===== config.mk =====
export PLATFORM = sky130hd
export DESIGN_NAME = btrf_seq
export DESIGN_NICKNAME = d
export VERILOG_FILES = /design/src/hw/rtl/btrf_pkg.sv /design/src/hw/rtl/btrf_seq.sv
export SDC_FILE = /design/constraint.sdc
export NUM_CORES = 1
export LEC_CHECK = 0
export BUFFER_PORTS_ARGS = -buffer_cell sky130_fd_sc_hd__buf_4
export CAP_MARGIN = 20
export CORE_MARGIN = 1.5
export CORE_UTILIZATION = 45
export DETAILED_ROUTE_END_ITERATION = 8
export PLACE_DENSITY = 0.79
export SLEW_MARGIN = 5
export SYNTH_ARGS = -nofsm -noshare
export SYNTH_HDL_FRONTEND = slang
export SYNTH_SLANG_ARGS = --single-unit

===== constraint.sdc =====
create_clock -name clk -period 2 [get_ports clk]
set_clock_uncertainty 0.1 [all_clocks]
set_input_delay 0.2 -clock clk [delete_from_list [all_inputs] [get_ports clk]]
set_output_delay 0.2 -clock clk [all_outputs]
set_load 0.05 [all_outputs]

===== src/hw/rtl/btrf_pkg.sv =====
// Shared types, codes and constants for the bit tile rotate and flip block.
`timescale 1ns / 1ps

package btrf_pkg;

  localparam int ROW_W       = 64;  // pixels per stored row word
  localparam int IDX_W       = 6;   // row number width on the ports
  localparam int OPC_W       = 3;   // operation code width
  localparam int TILE_SIDE_D = 64;  // default tile side
  localparam int S_TDATA_W   = 80;  // row_index, row_bits, operation, padded to bytes
  localparam int M_TDATA_W   = 72;  // out_row_index, out_row_bits, padded to bytes

  // Command carried on the slave-side tuser
  localparam logic CMD_LOAD      = 1'b0;
  localparam logic CMD_TRANSFORM = 1'b1;

  // Operation codes; codes above OP_ROT_RIGHT behave as OP_NONE
  localparam logic [OPC_W-1:0] OP_NONE      = 3'd0;
  localparam logic [OPC_W-1:0] OP_MIRROR_H  = 3'd1;
  localparam logic [OPC_W-1:0] OP_MIRROR_V  = 3'd2;
  localparam logic [OPC_W-1:0] OP_ROT_LEFT  = 3'd3;
  localparam logic [OPC_W-1:0] OP_ROT_RIGHT = 3'd4;

  typedef enum logic [1:0] {
    ST_IDLE,
    ST_BUILD,
    ST_COMMIT,
    ST_EMIT
  } state_t;

  typedef enum logic [2:0] {
    TM_HOLD,
    TM_LOAD,
    TM_UP,
    TM_DOWN,
    TM_RIGHT,
    TM_LEFT,
    TM_COMMIT
  } tile_mode_t;

  typedef struct packed {
    tile_mode_t       tile_mode;
    logic [OPC_W-1:0] op;
    logic             scr_push;
    logic             scr_rotate;
    logic             acc_clear;
    logic             emit_load;
    logic             emit_last;
    logic [IDX_W-1:0] emit_idx;
  } ctrl_t;

endpackage


===== src/hw/rtl/btrf_seq.sv =====
// Sequencer: accepts items, steps the row unit over the tile, then reads out.
`timescale 1ns / 1ps

module btrf_seq #(
  parameter int SIDE = btrf_pkg::TILE_SIDE_D
) (
  input  logic                          clk,
  input  logic                          rst,
  input  logic                          in_valid,
  input  logic                          command,
  input  logic [btrf_pkg::IDX_W-1:0]    row_index,
  input  logic [btrf_pkg::OPC_W-1:0]    operation,
  input  logic                          out_free,
  output logic                          in_ready,
  output btrf_pkg::ctrl_t               ctrl
);

  localparam int STEP_W = $clog2(SIDE);
  localparam logic [STEP_W-1:0] STEP_LAST = STEP_W'(SIDE - 1);

  btrf_pkg::state_t           state, state_next;
  logic [STEP_W-1:0]          step, step_next;
  logic [btrf_pkg::OPC_W-1:0] op, op_next;
  logic                       accept;
  logic                       row_in_tile;

  assign accept      = in_valid && in_ready;
  assign row_in_tile = ({1'b0, row_index} < (btrf_pkg::IDX_W + 1)'(SIDE));

  always_ff @(posedge clk) begin
    if (rst) begin
      state <= btrf_pkg::ST_IDLE;
      step  <= '0;
      op    <= btrf_pkg::OP_NONE;
    end else begin
      state <= state_next;
      step  <= step_next;
      op    <= op_next;
    end
  end

  always_comb begin
    state_next = state;
    step_next  = step;
    op_next    = op;
    case (state)
      btrf_pkg::ST_IDLE: begin
        if (accept && command == btrf_pkg::CMD_TRANSFORM) begin
          state_next = btrf_pkg::ST_BUILD;
          step_next  = '0;
          op_next    = operation;
        end
      end
      btrf_pkg::ST_BUILD: begin
        step_next = step + 1'b1;
        if (step == STEP_LAST) begin
          state_next = btrf_pkg::ST_COMMIT;
          step_next  = '0;
        end
      end
      btrf_pkg::ST_COMMIT: begin
        state_next = btrf_pkg::ST_EMIT;
        step_next  = '0;
      end
      btrf_pkg::ST_EMIT: begin
        if (out_free) begin
          step_next = step + 1'b1;
          if (step == STEP_LAST) begin
            state_next = btrf_pkg::ST_IDLE;
            step_next  = '0;
          end
        end
      end
      default: state_next = btrf_pkg::ST_IDLE;
    endcase
  end

  always_comb begin
    in_ready        = 1'b0;
    ctrl.tile_mode  = btrf_pkg::TM_HOLD;
    ctrl.op         = op;
    ctrl.scr_push   = 1'b0;
    ctrl.scr_rotate = 1'b0;
    ctrl.acc_clear  = 1'b0;
    ctrl.emit_load  = 1'b0;
    ctrl.emit_last  = (step == STEP_LAST);
    ctrl.emit_idx   = btrf_pkg::IDX_W'(step);
    case (state)
      btrf_pkg::ST_IDLE: begin
        in_ready = 1'b1;
        if (accept && command == btrf_pkg::CMD_LOAD && row_in_tile) begin
          ctrl.tile_mode = btrf_pkg::TM_LOAD;
        end
        if (accept && command == btrf_pkg::CMD_TRANSFORM) begin
          ctrl.acc_clear = 1'b1;
        end
      end
      btrf_pkg::ST_BUILD: begin
        ctrl.scr_push = 1'b1;
        case (op)
          btrf_pkg::OP_MIRROR_V:  ctrl.tile_mode = btrf_pkg::TM_DOWN;
          btrf_pkg::OP_ROT_LEFT:  ctrl.tile_mode = btrf_pkg::TM_RIGHT;
          btrf_pkg::OP_ROT_RIGHT: ctrl.tile_mode = btrf_pkg::TM_LEFT;
          default:                ctrl.tile_mode = btrf_pkg::TM_UP;
        endcase
      end
      btrf_pkg::ST_COMMIT: begin
        ctrl.tile_mode = btrf_pkg::TM_COMMIT;
      end
      btrf_pkg::ST_EMIT: begin
        ctrl.emit_load  = out_free;
        ctrl.scr_rotate = out_free;
      end
      default: ;
    endcase
  end

endmodule

After elaboration in Yosys (flattened, before gate mapping)
Index checks and enable logic that the tools add are counted.
- word-level logic and storage cells: 40
- flip-flop bits (word level): 11
- add/subtract/negate cells: 1
- bitwise operators: 1
- eq/ne operators: 11
- mux-type cells: 17
- reductions and logical operators: 7
- operator list (operator ; number):
    $pmux 6 s4 ; 1
    $mux 6 ; 3
    $pmux 3 s3 ; 2
    $mux 2 ; 4
    $ne 2x2->1 const B ; 4
    $pmux 2 s4 ; 1
    $add 6x1->6 const B ; 1
    $eq 3x2->1 const B ; 2
    $eq 6x6->1 const B ; 1
    $mux 1 ; 6
    $eq 2x2->1 const B ; 2
    $reduce_and 2->1 ; 2
    $reduce_and 4->1 ; 1
    $eq 3x3->1 const B ; 1
    $logic_and 1x1->1 ; 3
    $eq 2x1->1 const B ; 1
    $logic_not 2->1 ; 1
    $not 1->1 ; 1

Longest topological paths before layout
Gate-level depths: netlist of run 1.
- word-level depth: 6
- gate-level depth with buffers: 6
- gate-level depth less buffers: 6

Worst setup path after synthesis of run 1
Ideal clock, no wire load.
- kind: register -> output
- start: register state[1]
- end: output port ctrl[14] (netlist bit)
- stages on the path, launching flop included: 5
- arrival time: 1.934 ns
- required time: 1.700 ns
- setup slack: -0.234 ns
- cell sequence: dfxtp_1 inv_1 ha_1 nand3b_1 a21oi_1
- RTL lines (what ; RTL line ; source):
    from (decl) ; btrf_seq.sv:21 ; btrf_pkg::state_t state, state_next;
    from (signal assigned) ; btrf_seq.sv:32 ; state <= btrf_pkg::ST_IDLE;
    from (signal assigned) ; btrf_seq.sv:36 ; state <= state_next;
    to (decl) ; btrf_seq.sv:15 ; output btrf_pkg::ctrl_t ctrl

==> metrics.md, run 1 <==
| Metric | Value |
|---|---|
| Finished Cell Area | `980.9 sq um` |
| GR met1 Demand/Resource | `0.2487` |
| CP max stage delay | `360 ps` |
| Largest area contributor in the netlist | `dfxtp_1` |
| Placed insts | `119` |
| R2r startpoint | `state[0]` |
| Placement Setup Slack | `205.2 ps` |
| Crit path to | `ctrl[8]` |
| Reg2reg end | `state[1]` |
| Clk_lat worst skew | `280 ps` |
| Crit-path max FO | `6` |
| GRT Residual Overflow | `0` |
| Core area | `0.001506 sq mm` |
| RD Place Congestion | `0.7490` |
| Worst Tran Pin Value | `298.5 ps` |
| Post-cts sizing count | `0` |
| RSZ-0062 raised after global routing | `false` |
| Most frequent CP cell | `buf_4` |
| Final Hold Vio Count | `0` |
| FF+latch count, synth | `11` |
| Hold Slack | `56.75 ps` |
| Cell area after synthesis | `730.7 sq um` |
| Critical path class | `flip-flop to primary output` |
| Number of buffers on the longest clock path | `2` |
| Crit path buf inv count | `4` |
| Post-synthesis sequential area ratio | `0.3014` |
| Top_reg_cell synth | `dfxtp_1` |
| VDD IR max | `0.6848 mV` |
| Via Count | `640` |
| CTS buffer count | `3` |
| Setup slack, reg-to-reg | `290 ps` |
| Pin count of the biggest net entering global routing | `12` |
| Vias in the first global route | `648` |
| CTS tree | `done` |
| CP Launch Point | `state[1]` |
| Final Cycle Share | `0.9166` |
| Final #Nets | `128` |
| Clock transition at path regs | `80 ps` |
| P&R area growth vs syn | `34.25%` |
| Stages on the worst setup path | `6` |
| First-pass GRT wire length | `2829 um` |
| Global Route Usage Sum | `0.2007` |
| P_leak | `0.4571 nW` |
| CP Cell Sequence | `inv_2 > ha_1 > buf_4 > nand3_1 > inv_1 > buf_4` |
| CTS H-tree depth | `1` |
| Die area | `0.001874 sq mm` |
| Antenna violations before repair | `0` |
| Slowest cell on crit path | `dfxtp_2` |
| FF-to-FF path depth | `6` |
| Synth Warn # | `0` |
| Async set or reset register ratio after synthesis | `0` |
| Synth Area per Inst | `9.368 sq um` |
| Starting Density | `0.4850` |
| Post-CTS setup buffer count | `0` |
| Met3 usage | `0.02553` |
| Final min period | `1833 ps` |
| CTS sink cnt | `11` |
| Final WS setup | `166.8 ps` |
| # fillers | `125` |
| GRT busiest layer | `met2` |
| Clk root buf | `clkbuf_4` |
| Crit path max-delay family | `buffers and inverters` |
| Dpl hpwl | `1260 um` |
| DR iter-0 viols | `10` |
| Drt total wl | `1596 um` |
| Drt wl/cell | `12.98 um` |
| Most common cell in the netlist | `dfxtp_1` |
| Die W | `43.30 um` |
| Drt drc | `0` |
| # hold bufs at CTS | `0` |
| Share of layout cells above drive strength 1 | `0.4206` |
| Post-Place Cell Area | `952.2 sq um` |
| Slew headroom | `0.7991` |
| Post-Syn Nets | `98` |
| Critical Path RT | `1700 ps` |
| Crit. End Element | `primary output` |
| Layout Cells excl Fill | `123` |
| Power density cells | `1262 mW/mm^2` |
| M2 GR Usage | `0.3403` |
| First-pass iteration count of the detailed router | `4` |
| Io pins | `32` |
| Post-synth EDFFs | `0` |
| Slew Viols, Final | `0` |
| Vias per cell | `5.203` |
| Endpoints failing setup | `0` |
| Top post-synthesis cells by area | `dfxtp_1, ha_1, nor4b_4` |
| Worst EP arrival | `1530 ps` |
| Top cells by count, synth | `dfxtp_1, nor2_1, ha_1` |
| Min-delay src | `operation[2]` |
| ANT cells | `0` |
| Max Fclk | `0.5455 GHz` |
| FP Rows | `14` |
| Synth cell types | `31` |
| I/O Buffers | `25` |
| Antenna Nets Post-Route | `0` |
| Startpoint Class | `flip-flop` |
| Worst hold path class | `primary input to flip-flop` |
| Max-cap violations | `0` |
| Synthesized instance count | `78` |
| Die Height | `43.30 um` |
| Post-synth top area share | `0.3014` |
| Status | `completed` |
how the worst min path moves through the flow:
stage	end	cells past startpoint
4_1_cts	op[2]	3
5_1_grt	op[2]	3
3_5_place_dp	op[2]	3
3_3_place_gp	op[0]	3
6_report	op[2]	3
2_1_floorplan	op[0]	2
power by group:
part / leakage, nW / switching [W] / internal, W / total, W
combinational: 0.350 / 0.000506 / 0.000286 / 0.000793
clock: 0.0177 / 0.0000876 / 0.0000742 / 0.000162
sequential: 0.0899 / 0.0000333 / 0.000251 / 0.000284
cell usage in the layout (no fill, tap or decap), types with 3 or more instances in the layout:
cell type  netlist  routed
buf_4            1      27
clkbuf_4         0       3
dfxtp_1         11      10
ha_1             6       6
inv_1            5       4
mux2i_1          4       4
nand2_1          5       5
nand3_1          3       3
nor2_1           8       8
nor3_1           3       3
xnor2_1          5       5
state kept, by name (all words and copies together) (netlist names):
signal  flops
state       2
op          3
step        6
per-layer routing:
metal / part of all wire / vias to the layer above
li1: - / 322
met4: 0.016 / 0
met1: 0.43 / 294
met5: 0 / -
met2: 0.51 / 20
met3: 0.041 / 4
stage by stage:
stage,utilization,TNS (ps),total power [W]
2_1_floorplan,-,-4.158,0.0008784
3_3_place_gp,0.6321,0,0.001061
3_5_place_dp,0.6321,0,0.001076
4_1_cts,0.6503,0,0.001243
5_1_grt,0.6512,0,0.001312
6_report,0.6512,0,0.001238
layout make-up:
cell class | count | area [sq um] | share of cell area
Timing Repair Buffer | 27 | 202.7 | 0.2066
Multi-Input combinational cell | 60 | 490.5 | 0.5000
Inverter | 5 | 18.77 | 0.01913
Sequential cell | 11 | 221.5 | 0.2258
Clock buffer | 3 | 22.52 | 0.02296
Tap cell | 16 | 20.02 | 0.02041
Clock inverter | 1 | 5.005 | 0.005102
tightest hold or removal path, delay by kind of cell:
family,cells,cell delay [ps]
simple gates,1,70
buf+inv,1,80
mux,1,50
cell families after synthesis:
logic type                 after synthesis  share of synthesized area
xor gates and xnor gates                 6                    0.07192
and+or+nand+nor                         34                     0.3031
muxes                                    4                    0.05480
buffers and inverters                    7                    0.04110
AOI/OAI and AO/OA                       10                     0.1250
DFF                                     11                     0.3014
adders and majority gates                6                     0.1027
Note: power is estimated with default switching activity, not from simulation.
==> run 2: changes to the inputs <==
Settings changed: BUFFER_PORTS_ARGS -buffer_cell sky130_fd_sc_hd__buf_4 to not set, DONT_BUFFER_PORTS set to 1, PLACE_DENSITY 0.79 to 0.62.
==> metrics.md, run 2 (synthesis results as in run 1) <==
| Metric | Value |
|---|---|
| Startpoint Class | `flip-flop (unchanged)` |
| Clk network pwr share | `0.124 (was 0.131)` |
| Clk_lat worst skew | `260 ps (was 280 ps)` |
| CTS buffer count | `3 (unchanged)` |
| Endpoints failing setup | `0 (unchanged)` |
| Biggest register | `step (unchanged)` |
| I/O Buffers | `0 (was 25)` |
| GRT Residual Overflow | `0 (unchanged)` |
| Max-cap violations | `0 (unchanged)` |
| Antenna violations before repair | `0 (unchanged)` |
| CTS H-tree depth | `1 (unchanged)` |
| Final Cycle Share | `0.9511 (was 0.9166)` |
| Final Hold Vio Count | `0 (unchanged)` |
| Sequential Power Share | `0.229 (about the same)` |
| VDD IR max | `0.7598 mV (was 0.6848 mV)` |
| Commonest non-fill, non-tap cell in the layout | `buf_4 (unchanged)` |
| CTS tree | `done (unchanged)` |
| CTS sink cnt | `11 (unchanged)` |
| P_sw | `0.0006222 W (was 0.0006270 W)` |
| Crit-path max FO | `7 (was 6)` |
| Finished Cell Area | `978.4 sq um (was 980.9 sq um)` |
| Overall power | `0.001243 W (was 0.001238 W)` |
| Worst Tran Pin Value | `417.4 ps (was 298.5 ps)` |
| Die area | `0.001874 sq mm (unchanged)` |
| Drt total wl | `1617 um (was 1596 um)` |
| Net Sw Frac | `0.5005 (was 0.5063)` |
| P_leak | `0.4317 nW (was 0.4571 nW)` |
| Slew Viols, Final | `0 (unchanged)` |
| Hold Slack | `8.754 ps (was 56.75 ps)` |
| Most frequent cells in the layout | `buf_4, dfxtp_1, nor2_1 (unchanged)` |
| DR iter-0 viols | `6 (was 10)` |
| Slew headroom | `0.7208 (was 0.7991)` |
| Final core utilization | `0.6495 (was 0.6512)` |
| Starting Density | `0.4850 (unchanged)` |
| Drt wl/cell | `13.82 um (was 12.98 um)` |
| Antenna Nets Post-Route | `0 (unchanged)` |
| Logic gate share of total power | `0.647 (was 0.640)` |
| Global Route Usage Sum | `0.1874 (was 0.2007)` |
| Die W | `43.30 um (unchanged)` |
| Dpl hpwl | `1238 um (was 1260 um)` |
| Clock transition at path regs | `70 ps (was 80 ps)` |
| Post-Place Cell Area | `902.1 sq um (was 952.2 sq um)` |
| Internal | `0.0006208 W (was 0.0006113 W)` |
| Clk root buf | `clkbuf_4 (unchanged)` |
| Worst EP arrival | `1600 ps (was 1530 ps)` |
| RD Place Congestion | `0.7104 (was 0.7490)` |
| Pin count of the biggest net entering global routing | `10 (was 12)` |
| Die Height | `43.30 um (unchanged)` |
| Vias per cell | `5.171 (was 5.203)` |
| Placed insts | `109 (was 119)` |
| Critical path class | `flip-flop to primary output (unchanged)` |
| Crit. End Element | `primary output (unchanged)` |
| Layout Cells excl Fill | `117 (was 123)` |
| ANT cells | `0 (unchanged)` |
| Io pins | `32 (unchanged)` |
| First-pass GRT wire length | `2587 um (was 2829 um)` |
| Worst hold path class | `primary input to flip-flop (unchanged)` |
| P&R area growth vs syn | `33.90% (was 34.25%)` |
| Critical Path RT | `1700 ps (about the same)` |
| Final #Nets | `122 (was 128)` |
| Max reg flops | `6 (unchanged)` |
| FP Rows | `14 (unchanged)` |
| Final min period | `1902 ps (was 1833 ps)` |
| First-pass iteration count of the detailed router | `3 (was 4)` |
| Share of layout cells above drive strength 1 | `0.3465 (was 0.4206)` |
| Via Count | `605 (was 640)` |
| Power density cells | `1270 mW/mm^2 (was 1262 mW/mm^2)` |
| Core area | `0.001506 sq mm (unchanged)` |
| Status | `completed (unchanged)` |
| Biggest regs | `step (6), op (3), state (2) (unchanged)` |
| RSZ-0062 raised after global routing | `false (unchanged)` |
| Vias in the first global route | `609 (was 648)` |
| Max Fclk | `0.5257 GHz (was 0.5455 GHz)` |
| Number of buffers on the longest clock path | `2 (unchanged)` |
| Drt drc | `0 (unchanged)` |
## run 2: routing by layer
| metal | part of all wire | GRT usage |
|---|---|---|
| met3 | 0.052 | 0.08085 |
| met5 | 0 | 0 |
| met4 | 0 | 0.01818 |
| met2 | 0.52 | 0.3463 |
| met1 | 0.43 | 0.2016 |
## run 2: critical path, stage by stage (launching register included)
cell      delay, ps
dfxtp_2         370
inv_1           110
ha_1            210
buf_6           200
nand3b_1        110
a21oi_2         180
buf_12          160
## run 2: path summary, 6_finish.rpt
path	depth (start not counted)	from	slack [ps]	end
min reg2reg	2	op[1]	510	op[1]
max	6	state[0]	100	ctrl[14]
min	2	rst	9	state[1]
max reg2reg	6	state[0]	210	state[1]
## run 2: timing repair
action / in CTS / in global routing
endpoints found under the setup margin: 1 / 2
buffers inserted: 0 / 0
gates cloned: 0 / 0
hold buffers: 4 / 0
gates resized for setup: 2 / 2
hold endpoints to repair: 9 / 0
## run 2: metrics by stage
| stage | setup TNS [ps] | worst slack, ps |
|---|---|---|
| after floorplan | -4.158 | -4.158 |
| after global placement | 0 | 163.4 |
| after detailed placement | 0 | 141.7 |
| after CTS | 0 | 32.95 |
| after global routing | 0 | 6.826 |
| final | 0 | 97.76 |
## run 2: final cells by class
| type | instances | area (sq um) |
|---|---|---|
| well taps | 16 | 20.02 |
| inverters | 5 | 18.77 |
| repair buffers | 21 | 196.4 |
| multi-input cells | 60 | 495.5 |
| clock buffers | 4 | 26.28 |
| fillers | 137 | 528.0 |
| flip-flops and latches | 11 | 221.5 |
## run 2: power by group through the flow
| stage | clock (W) | combinational (W) | sequential (W) |
|---|---|---|---|
| finish | 0.000154 | 0.000805 | 0.000285 |
| global route | 0.000163 | 0.000851 | 0.000290 |
| CTS | 0.000157 | 0.000796 | 0.000283 |
| detailed placement | 0 | 0.000781 | 0.000286 |
| global placement | 0 | 0.000768 | 0.000285 |
| floorplan | 0 | 0.000541 | 0.000337 |
